**src/hw/rtl/ibd_pkg.sv**
```systemverilog
`default_nettype none

package ibd_pkg;

   // Widths fixed by the item and register formats
   localparam int PIX_W     = 8;
   localparam int SUM_W     = 16;
   localparam int POS_W     = 10;
   localparam int CFG_W     = 11;
   localparam int CFG_IDX_W = 2;
   localparam int BSIZE_W   = 5;

   localparam int MAX_HEIGHT = 1024;
   localparam int PAD_SHIFT  = 7;   // pad pixel value 128 = 1 << 7

   // Register indexes of the configuration port
   localparam logic [CFG_IDX_W-1:0] REG_MODE   = 2'd0;
   localparam logic [CFG_IDX_W-1:0] REG_BSIZE  = 2'd1;
   localparam logic [CFG_IDX_W-1:0] REG_WIDTH  = 2'd2;
   localparam logic [CFG_IDX_W-1:0] REG_HEIGHT = 2'd3;

   // Commands from the controller to the datapath
   typedef struct packed {
      logic load;
      logic update;
      logic div_start_row;
      logic div_step;
      logic row_take;
      logic val_start;
      logic emit;
   } cmd_type;

   // Status from the datapath to the controller
   typedef struct packed {
      logic close;
      logic avg;
      logic div_done;
      logic out_free;
   } status_type;

endpackage

`default_nettype wire

```
**src/hw/rtl/ibd_ctrl.sv**
```systemverilog
`default_nettype none

module ibd_ctrl (
   input  wire logic               clock,
   input  wire logic               reset,
   input  wire logic               req_valid,
   output logic                    req_ready,
   input  wire ibd_pkg::status_type status,
   output ibd_pkg::cmd_type        cmd
);

   typedef enum logic [2:0] {
      S_IDLE,
      S_UPD,
      S_RDIV,
      S_VDIV,
      S_EMIT
   } state_type;

   state_type state_ff, state_in;

   assign req_ready = (state_ff == S_IDLE);

   // Sequence one item: read, update, and on a tile close row divide, value divide (mean mode), emit
   always_comb begin
      state_in = state_ff;
      cmd      = '0;
      case (state_ff)
         S_IDLE: begin
            if (req_valid) begin
               cmd.load = 1'b1;
               state_in = S_UPD;
            end
         end
         S_UPD: begin
            cmd.update = 1'b1;
            if (status.close) begin
               cmd.div_start_row = 1'b1;
               state_in          = S_RDIV;
            end else begin
               state_in = S_IDLE;
            end
         end
         S_RDIV: begin
            if (!status.div_done) begin
               cmd.div_step = 1'b1;
            end else begin
               cmd.row_take = 1'b1;
               if (status.avg) begin
                  cmd.val_start = 1'b1;
                  state_in      = S_VDIV;
               end else begin
                  state_in = S_EMIT;
               end
            end
         end
         S_VDIV: begin
            if (!status.div_done) begin
               cmd.div_step = 1'b1;
            end else begin
               state_in = S_EMIT;
            end
         end
         S_EMIT: begin
            if (status.out_free) begin
               cmd.emit = 1'b1;
               state_in = S_IDLE;
            end
         end
         default: begin
            state_in = S_IDLE;
         end
      endcase
   end

   always_ff @(posedge clock) begin
      if (reset) begin
         state_ff <= S_IDLE;
      end else begin
         state_ff <= state_in;
      end
   end

   a_emit_free: assert property (@(posedge clock) disable iff (reset)
      cmd.emit |-> status.out_free)
      else $error("result loaded while output register busy");

   a_step_bound: assert property (@(posedge clock) disable iff (reset)
      cmd.div_step |-> !status.div_done)
      else $error("divider stepped past its last bit");

   a_load_update: assert property (@(posedge clock) disable iff (reset)
      cmd.load |=> cmd.update)
      else $error("accepted item not followed by line store update");

endmodule

`default_nettype wire

```
**config.mk**
```make
export PLATFORM = sky130hd
export DESIGN_NAME = ibd_ctrl
export DESIGN_NICKNAME = d
export VERILOG_FILES = /design/src/hw/rtl/ibd_pkg.sv /design/src/hw/rtl/ibd_ctrl.sv
export SDC_FILE = /design/constraint.sdc
export NUM_CORES = 1
export LEC_CHECK = 0
export ABC_AREA = 0
export BUFFER_PORTS_ARGS = -buffer_cell sky130_fd_sc_hd__buf_2
export CAP_MARGIN = 20
export CELL_PAD_IN_SITES_DETAIL_PLACEMENT = 1
export CELL_PAD_IN_SITES_GLOBAL_PLACEMENT = 1
export CORE_AREA = 2 2 39 41
export DETAILED_ROUTE_END_ITERATION = 10
export DIE_AREA = 0 0 41 43
export GPL_TIMING_DRIVEN = 1
export PLACE_DENSITY_LB_ADDON = 0.1
export SETUP_SLACK_MARGIN = 0.2
export SKIP_LAST_GASP = 1
export SLEW_MARGIN = 20
export SYNTH_ARGS = -nofsm -noshare
export SYNTH_HDL_FRONTEND = slang
export SYNTH_SLANG_ARGS = --single-unit
```
**constraint.sdc**
```tcl
create_clock -name clock -period 1.79 [get_ports clock]
set_clock_uncertainty 0.05 [all_clocks]
set_input_delay 0.179 -clock clock [delete_from_list [all_inputs] [get_ports clock]]
set_output_delay 0.179 -clock clock [all_outputs]
set_load 0.005 [all_outputs]
```
======== Yosys cells after proc, flatten, opt, wreduce, memory -nomap -nowiden ========
Cells that the tools add are included.
storage, ports and cells
  register bits after elaboration ......... 3
  output and inout bits ................... 8
operators by class
  equality and inequality tests ........... 8
  multiplexer cells ....................... 18
  reduce and logical (&&, ||, !) cells .... 3
operators by type and width
  cell                number
  $mux 3              5
  $pmux 3 s5          1
  $mux 1              8
  $mux 2              4
  $ne 2x2->1 const B  4
  $eq 3x2->1 const B  2
  $reduce_and 4->1    1
  $eq 3x1->1 const B  1
  $eq 3x3->1 const B  1
  $logic_not 3->1     1
  $reduce_or 2->1     1

======== Depth between registers and ports, before layout ========
Gate-level depths: netlist of run 1.
  depth in word-level cells ............... 3
  gate-level depth with buffers ........... 4

======== Worst setup path after synthesis of run 1 ========
OpenSTA, ideal clock, no wires.
  path type ............................... register -> output
  from .................................... register state_ff[0]
  to ...................................... output cmd[4] in the netlist's numbering
  stages on the path, launching flop included .. 4
  data arrival time ....................... 0.882 ns
  path buffers ............................ 1
  required time ........................... 1.561 ns
  slack ................................... 0.679 ns
  cell sequence ........................... dfxtp_1 buf_2 nor3b_1 and2_1
RTL lines
  element                   RTL line        source
  start: declaration        ibd_ctrl.sv:20  state_type state_ff, state_in;
  start signal: assignment  ibd_ctrl.sv:80  state_ff <= state_in;
  end: declaration          ibd_ctrl.sv:9   output ibd_pkg::cmd_type cmd

==> impl_metrics.ini, run 1 <==
[synth]
syn_area_um2 = 265.3
async_flop_share_pct = 0
yosysWarnings = 0
ys_ff_latch = 3
synth_adder_area_share_pct = 0
synth_top_family_by_area = simple AND/OR/NAND/NOR gates
synth-edff-count = 0
yosys_most_used_dff = dfxtp_1
synth.yosys.seq_area_share_pct = 22.64
synth.area.mux_share_pct = 0
syn_avg_cell_area_um2 = 8.038
post_synth_num_cell_types = 18
synth_nets = 40
synthXorXnorAreaFrac_pct = 0
synthCells = 33
synth_compound_area_share_pct = 18.87
yosys.area_share.simple_pct = 46.70

[power]
pwr_density_cell_nw_per_um2 = 745.5
total_leakage_power_nw = 0.1744
p_total_w = 0.0002640
vdd_drop_max_mv = 0.3009

[finish]
diodes = 0
largest_register_ffs = 3
layout_commonest_cell = buf_2
final_cell_mix = buf_2 (14), nand3b_1 (4), nand2b_1 (4)
largest_register = state_ff
fillers = 180
multi_input_area_um2 = 173.9
drive_gt1_share_pct = 37.50
largestRegisters = state_ff x3
syn2layout_area_growth_pct = 33.49
seqCellArea_um2 = 60.06
nets = 56

[detailed_routing]
vias = 295
wl_um = 728
drc_errors = 0
drtIter0Drc = 4
firstDrtPassIters = 4
routedWlPerCell_um = 11.38
ant_nets = 0
routed_via_density = 4.609

[clock_network]
clkSlewWorstSetupHoldPaths_ps = 40
numCtsBuffers = 3
clock_latency_ps = 240
cts_tree = built
hold_buffers = 0
cts_buffer_depth = 2
clkSinkCount = 3
ctsResizeCount = 0
root_buffer = clkbuf_4
h-tree-depth = 1
postCtsSetupRepairBufs = 0

[die]
start_util_pct = 19.17
ios = 15
rows = 14
die_h_um = 43
die-area_um2 = 1763
die_w_um = 41
fp.coreArea_um2 = 1384

[critical_path]
crit_start = state_ff[0]
cp-start-kind = flip-flop
cp_max_fo = 10
critPathCaptureType = primary output
reg2reg_from = state_ff[1]
cp.arrival_ps = 1250
criticalPathCategory = flip-flop to primary output
required_ps = 1560

[timing]
worst_slew_pin_slew_ps = 354.8
rsz0062_at_grt = false
min_period_ps = 1479
min_period_over_period_pct = 82.63
drv_slew = 0
setup_tns_ps = 0
setup_violations = 0
timing.fmax_mhz = 676.1
slew-limit-headroom_pct = 76.32
hold_viol = 0

[global_route]
grt_pass1_wl_mm = 1.173
grt_max_degree = 11
grt_use_total_pct = 11.32
grt_pass1_vias = 264
grt_overflow = 0
antenna_found_initial = 0

[min_path]
hp-start = reset
hp-class = input port to flip-flop

[place]
dp_hpwl_um = 583.2
portBuffers = 14
gp_congestion = 0.8087

[job]
maxCapViolCount = 0

[outcome]
outcome = finished clean
-- stage by stage --
stage          instances  worst slack (ps)  util (%)  hold slack, ps  area, µm²
3_3_place_gp          60             557.5     23.69           327.0      327.8
4_1_cts               64             287.1     25.59           63.74      354.1
2_1_floorplan         33             679.3         -           198.1      265.3
6_report              64             311.0     25.59           71.95      354.1
3_5_place_dp          60             546.9     23.69           323.7      327.8
5_1_grt               64             216.3     25.59           75.12      354.1
-- report_power, final --
group	switching, W	leakage (nW)	internal [W]
clock	0.0000398	0.0150	0.0000838
sequential	0.0000102	0.0245	0.0000716
combinational	0.0000262	0.135	0.0000323
-- metal layers --
layer / part of all wire (%) / routed length, µm / up-vias / GRT usage (%)
li1: - / - / 148 / -
met1: 43 / 313 / 132 / 12.46
met2: 46 / 336 / 13 / 13.44
met3: 9.2 / 67 / 2 / 8.377
met4: 1.4 / 10 / 0 / 10.00
met5: 0 / 0 / - / 0
-- synthesized netlist by cell type, drive strengths merged, types with 2 or more instances --
master / instances / area share (%)
and2: 2 / 4.7
nor3: 2 / 3.8
nand3b: 4 / 11
buf: 3 / 10
nand2b: 4 / 9.4
nor2: 3 / 4.2
dfxtp: 3 / 23
nor3b: 2 / 9.9
a21oi: 3 / 5.7
-- area by class of cell --
cell class	instances	share of cell area, %
Clock buffer	4	7.420
Multi-Input combinational cell	26	49.12
Inverter	1	1.060
Timing Repair Buffer	14	19.79
Sequential cell	3	16.96
Tap cell	16	5.654
-- critical path, cell delays in order, from the launching register on --
cell     delay (ps)
dfxtp_1         480
nor3b_1         270
and2_1          150
buf_2           100
-- final timing paths --
| kind | slack (ps) | end | cells past startpoint |
|---|---|---|---|
| worst max-delay path | 310 | cmd[4] | 3 |
| worst min-delay path | 70 | state_ff[2] | 2 |
| worst max register to register | 560 | state_ff[0] | 3 |
| worst min register to register | 590 | state_ff[2] | 2 |
-- kinds of logic (layout without fill, tap and decap cells) --
logic type      count (synthesis)  after routing
compound gates                  7              7
flops                           3              3
buf+inv                         4             19
simple gates                   19             19
(Power assumes the default switching activity.)
==> run 2, diff against run 1 <==
--- a/config.mk
+++ b/config.mk
@@ -5,7 +5,7 @@
 export SDC_FILE = /design/constraint.sdc
 export NUM_CORES = 1
 export LEC_CHECK = 0
-export ABC_AREA = 0
+export ABC_AREA = 1
 export BUFFER_PORTS_ARGS = -buffer_cell sky130_fd_sc_hd__buf_2
 export CAP_MARGIN = 20
 export CELL_PAD_IN_SITES_DETAIL_PLACEMENT = 1
==> constraint.sdc (replaced) <==
create_clock -name clock -period 1.45 [get_ports clock]
set_clock_uncertainty 0.05 [all_clocks]
set_input_delay 0.145 -clock clock [delete_from_list [all_inputs] [get_ports clock]]
set_output_delay 0.145 -clock clock [all_outputs]
set_load 0.005 [all_outputs]
==> run 2 against run 1 <==
  * Total power grew to 3.2 times the previous value
  * Sequential power grew to 2.7 times the previous value
  * Flip-flop and latch count stayed put
  * Non-clock buffer count is 1 higher
  * Global-route usage is 1.2 points lower
  * Combinational power grew to 8.0 times the previous value
  * First-iteration DRC count is 75% lower
  * Final cell count is 25% higher
  * Clock power is 19% higher
  * Sequential share of layout area is 0.26 points higher
  * Largest power group is now combinational logic
==> impl_metrics.ini, run 2 <==
[synth]
async_flop_share_pct = 0
ys_ff_latch = 3
post_synth_num_cell_types = 12
syn_avg_cell_area_um2 = 5.922
yosysTopAreaCellShare_pct = 22.54
synthCells = 45
synth.yosys.seq_area_share_pct = 22.54
synth_common_cells = inv_1 (10), nand2_1 (10), nor2_1 (5)
synth_nets = 52
ys_top_cells_by_area = dfxtp_1 (23%), inv_1 (14%), nand2_1 (14%)
yosys_most_used_dff = dfxtp_1
synth_largest_area_cell = dfxtp_1
syn_area_um2 = 266.5
yosysWarnings = 0
synth-edff-count = 0

[finish]
drive_gt1_share_pct = 53.13
largest_register_ffs = 3
layout_commonest_cell = buf_2
nets = 72
diodes = 0
largestRegisters = state_ff x3
syn2layout_area_growth_pct = 55.40
largest_register = state_ff
final_cell_mix = buf_2 (14), inv_1 (10), nand2_1 (9), nor2_1 (5)
postLayoutCellArea_um2 = 414.1

[timing]
setup_ws_ps = 210.8
worst_slew_pin_slew_ps = 209.9
drv_slew = 0
setup_violations = 0
setup_tns_ps = 0
rsz0062_at_grt = true
min_period_over_period_pct = 85.46
timing.fmax_mhz = 807.0
hold_ws_ps = 125.8
slew-limit-headroom_pct = 85.88
hold_viol = 0
min_period_ps = 1239

[power]
seqPwrFrac_pct = 26.3
intPower_w = 0.0004437
power.share.clock_pct = 17.7
vdd_drop_max_mv = 0.6415
p_switching_w = 0.0003914
pwr_density_cell_nw_per_um2 = 2017
pwr-share-comb_pct = 56.0
total_leakage_power_nw = 0.2610
swShare_pct = 46.87
p_total_w = 0.0008352

[critical_path]
reg2reg_slack_ps = 360
cp_max_fo = 5
endpoint = cmd[0]
reg2reg_from = state_ff[1]
required_ps = 1250
r2r_end = state_ff[2]
cp-start-kind = flip-flop
reg2reg_depth = 7
cp.arrival_ps = 1040
crit_start = state_ff[2]
critPathCaptureType = primary output
criticalPathCategory = flip-flop to primary output

[place]
portBuffers = 14
dp_hpwl_um = 595.1
place_ws_ps = 313.4
gp_congestion = 0.6909
post_dp_cell_area_um2 = 356.6

[clock_network]
numCtsBuffers = 3
cts_buffer_depth = 2
clkSlewWorstSetupHoldPaths_ps = 40
root_buffer = clkbuf_4
clock_latency_ps = 230
cts_tree = built
clkSinkCount = 3
h-tree-depth = 1

[detailed_routing]
wl_met1_um = 340
drtIter0Drc = 1
routedWlPerCell_um = 9.288
ant_nets = 0
firstDrtPassIters = 2
route.met2.wl_um = 368
vias = 323
wl_met3_um = 34
wl_um = 743
drc_errors = 0
routed_via_density = 4.038
top_layer_used = met3

[outcome]
outcome = finished clean

[global_route]
grt_pass1_wl_mm = 1.173
grt_use_total_pct = 10.14
antenna_found_initial = 0
grt_overflow = 0
grt_max_degree = 6
grt_pass1_vias = 313

[die]
die-area_um2 = 1763
die_w_um = 41
start_util_pct = 19.26
rows = 14
ios = 15
fp.coreArea_um2 = 1384
die_h_um = 43

[job]
maxCapViolCount = 0

[min_path]
hp-class = input port to flip-flop
-- run 2: cell types whose count changed after synthesis, sizes merged, moves of 2 or more --
cell    change
inv        +12
nor4        +2
nand3       +3
nor3b       -2
nand4       +2
and2        -2
buf         -3
nand2      +10
a21oi       -3
nand2b      -4
nand3b      -4
nor2        +6
-- run 2: kinds of logic (layout without fill, tap and decap cells) --
| family | after synthesis | in the layout | share of synthesized area [%] |
|---|---|---|---|
| simple gates | 29 | 29 | 59.15 |
| buf+inv | 13 | 32 | 18.31 |
| flops | 3 | 3 | 22.54 |
-- run 2: area by class of cell --
cell class,count,area (µm²)
fillers,193,969.7
multi-input cells,29,170.2
repair buffers,15,77.57
flip-flops and latches,3,71.32
inverters,13,48.80
clock buffers,4,26.28
well taps,16,20.02
-- run 2: worst min path at each step --
stage	start	to	slack (ps)	depth (start not counted)
2_1_floorplan	reset	state_ff[2]	280	3
3_3_place_gp	reset	state_ff[0]	380	4
3_5_place_dp	reset	state_ff[0]	380	4
4_1_cts	reset	state_ff[0]	120	4
5_1_grt	reset	state_ff[0]	160	4
6_report	reset	state_ff[0]	130	4
-- run 2: stage by stage --
stage,cells,util [%]
5_1_grt,80,29.93
3_5_place_dp,75,25.77
3_3_place_gp,75,25.77
4_1_cts,79,28.84
2_1_floorplan,45,-
6_report,80,29.93
-- run 2: timing repair --
item / 4_1_cts / 5_1_grt
endpoints found under the setup margin: 7 / 7
hold buffers: 0 / 0
gates resized for setup: 7 / 2
setup buffers: 0 / 1
-- run 2: per-layer routing --
| layer | vias to the layer above | global-route usage [%] |
|---|---|---|
| met5 | - | 0 |
| met4 | 0 | 8.000 |
| met1 | 141 | 12.54 |
| li1 | 174 | - |
| met2 | 8 | 13.75 |
| met3 | 0 | 3.141 |
-- run 2: worst max-delay path, cell delays in order (launching register included) --
cell	delay [ps]
dfxtp_4	380
inv_2	70
nor4_1	210
buf_2	150
-- run 2: power groups by stage --
stage	registers, W	logic [W]	clock network, W
floorplan	0.000170	0.000316	0
global placement	0.000196	0.000447	0
detailed placement	0.000188	0.000448	0
CTS	0.000210	0.000464	0.000156
global route	0.000229	0.000538	0.000160
finish	0.000220	0.000467	0.000148
==> run 3, diff against run 2 <==
--- a/config.mk
+++ b/config.mk
@@ -8,13 +8,10 @@
 export ABC_AREA = 1
 export BUFFER_PORTS_ARGS = -buffer_cell sky130_fd_sc_hd__buf_2
 export CAP_MARGIN = 20
-export CELL_PAD_IN_SITES_DETAIL_PLACEMENT = 1
-export CELL_PAD_IN_SITES_GLOBAL_PLACEMENT = 1
 export CORE_AREA = 2 2 39 41
 export DETAILED_ROUTE_END_ITERATION = 10
 export DIE_AREA = 0 0 41 43
 export GPL_TIMING_DRIVEN = 1
-export PLACE_DENSITY_LB_ADDON = 0.1
 export SETUP_SLACK_MARGIN = 0.2
 export SKIP_LAST_GASP = 1
 export SLEW_MARGIN = 20
==> run 3 against run 2 <==
  * Count of clock-buffer cells in the layout stayed put
  * Die area stayed put
  * Total power is 11% higher
  * Via count is 4.6% higher
  * Setup slack worse by 31 ps
  * Core utilization is 3.3 points higher
  * Hold slack better by 4.7 ps
  * Sequential share of layout area is 1.7 points lower
  * Critical path type unchanged
  * Largest cell class unchanged
==> impl_metrics.ini, run 3 (synthesis gave the netlist of run 2 again) <==
[timing]
min_period_ps = 1270
slew-limit-headroom_pct = 85.71
drv_slew = 0
timing.fmax_mhz = 787.4
worst_slew_pin_slew_ps = 212.4
setup_tns_ps = 0
setup_ws_ps = 180.0
hold_viol = 0
rsz0062_at_grt = true
setup_violations = 0
min_period_over_period_pct = 87.59

[clock_network]
clkSinkCount = 3
hold_buffers = 0
h-tree-depth = 1
root_buffer = clkbuf_4
clock_latency_ps = 230
cts_tree = built
cts_buffer_depth = 2
clkSlewWorstSetupHoldPaths_ps = 40
numCtsBuffers = 3

[finish]
syn2layout_area_growth_pct = 72.77
largest_register_ffs = 3
layout_commonest_cell = buf_2
fillers = 174
final_cell_mix = buf_2 (14), inv_1 (10), nand2_1 (7), nor2_1 (5), nand2_2 (4)
postLayoutCellArea_um2 = 460.4
nets = 74
largestRegisters = state_ff x3
diodes = 0
drive_gt1_share_pct = 59.09
largest_register = state_ff

[detailed_routing]
top_layer_used = met3
drtIter0Drc = 0
firstDrtPassIters = 1
ant_nets = 0
route.met2.wl_um = 395
wl_um = 705
routedWlPerCell_um = 8.598
vias = 338
routed_via_density = 4.122
drc_errors = 0
wl_met1_um = 271
wl_met3_um = 37

[place]
gp_congestion = 0.7445
place_ws_ps = 283.4
dp_hpwl_um = 535.3
portBuffers = 14
post_dp_cell_area_um2 = 356.6

[min_path]
hp-start = reset
hold_end = state_ff[0]
whs_path_depth = 4
hp-class = input port to flip-flop

[critical_path]
reg2reg_depth = 7
reg2reg_from = state_ff[1]
criticalPathCategory = flip-flop to primary output
r2r_end = state_ff[0]
cp_max_fo = 4
critPathCaptureType = primary output
cp-start-kind = flip-flop
required_ps = 1250
reg2reg_slack_ps = 320
cp.arrival_ps = 1080

[die]
die-area_um2 = 1763
rows = 14
start_util_pct = 19.26
fp.coreArea_um2 = 1384
die_h_um = 43
die_w_um = 41
ios = 15

[power]
vdd_drop_max_mv = 0.5834
total_leakage_power_nw = 0.2711
p_total_w = 0.0009286
pwr_density_cell_nw_per_um2 = 2017

[global_route]
grt_pass1_wl_mm = 1.131
grt_use_total_pct = 9.438
grt_overflow = 0
grt_max_degree = 6
antenna_found_initial = 0
grt_pass1_vias = 300

[job]
maxCapViolCount = 0

[outcome]
outcome = finished clean
==> run 3: critical path, cell delays in order, from the launching register on <==
cell and delay [ps]:
dfxtp_4 410, inv_4 50, nor2_4 110, nand2_2 70, nor2_1 90, buf_2 120
==> run 3: worst max path at each step <==
stage                           start          end  slack [ps]
after CTS                 state_ff[2]       cmd[0]         150
after detailed placement  state_ff[2]       cmd[0]         280
final                     state_ff[1]       cmd[1]         180
after floorplan           state_ff[1]  state_ff[0]         440
after global placement    state_ff[2]       cmd[0]         280
after global routing      state_ff[1]       cmd[1]         110
==> run 3: layout make-up <==
| cell class | instances | area, µm² | area share (%) |
|---|---|---|---|
| timing repair buffer | 17 | 92.59 | 20.11 |
| sequential | 3 | 71.32 | 15.49 |
| clock buffer | 4 | 26.28 | 5.707 |
| tap | 16 | 20.02 | 4.348 |
| multi-input combinational | 29 | 196.4 | 42.66 |
| inverter | 13 | 53.80 | 11.68 |
==> run 3: where the power goes <==
part,switching (W),leakage [nW],internal (W)
clock,0.0000418,0.0150,0.000103
sequential,0.000106,0.0267,0.000143
combinational,0.000288,0.229,0.000246
==> run 3: per-layer routing <==
metal	GRT usage (%)	vias up
met5	0	-
met4	6.000	0
met3	3.141	0
met2	14.06	7
met1	10.93	152
li1	-	179
==> run 3: repair_timing <==
item	CTS	global route
resized for setup	7	9
pin swaps	0	1
endpoints found under the setup margin	7	7
setup buffers	0	3
==> run 3: through the flow <==
| step | hold WS [ps] | utilization [%] | instances |
|---|---|---|---|
| 2_1_floorplan | 276.7 | - | 45 |
| 3_3_place_gp | 380.8 | 25.77 | 75 |
| 3_5_place_dp | 384.9 | 25.77 | 75 |
| 4_1_cts | 129.1 | 29.11 | 79 |
| 5_1_grt | 137.8 | 33.27 | 82 |
| 6_report | 130.5 | 33.27 | 82 |
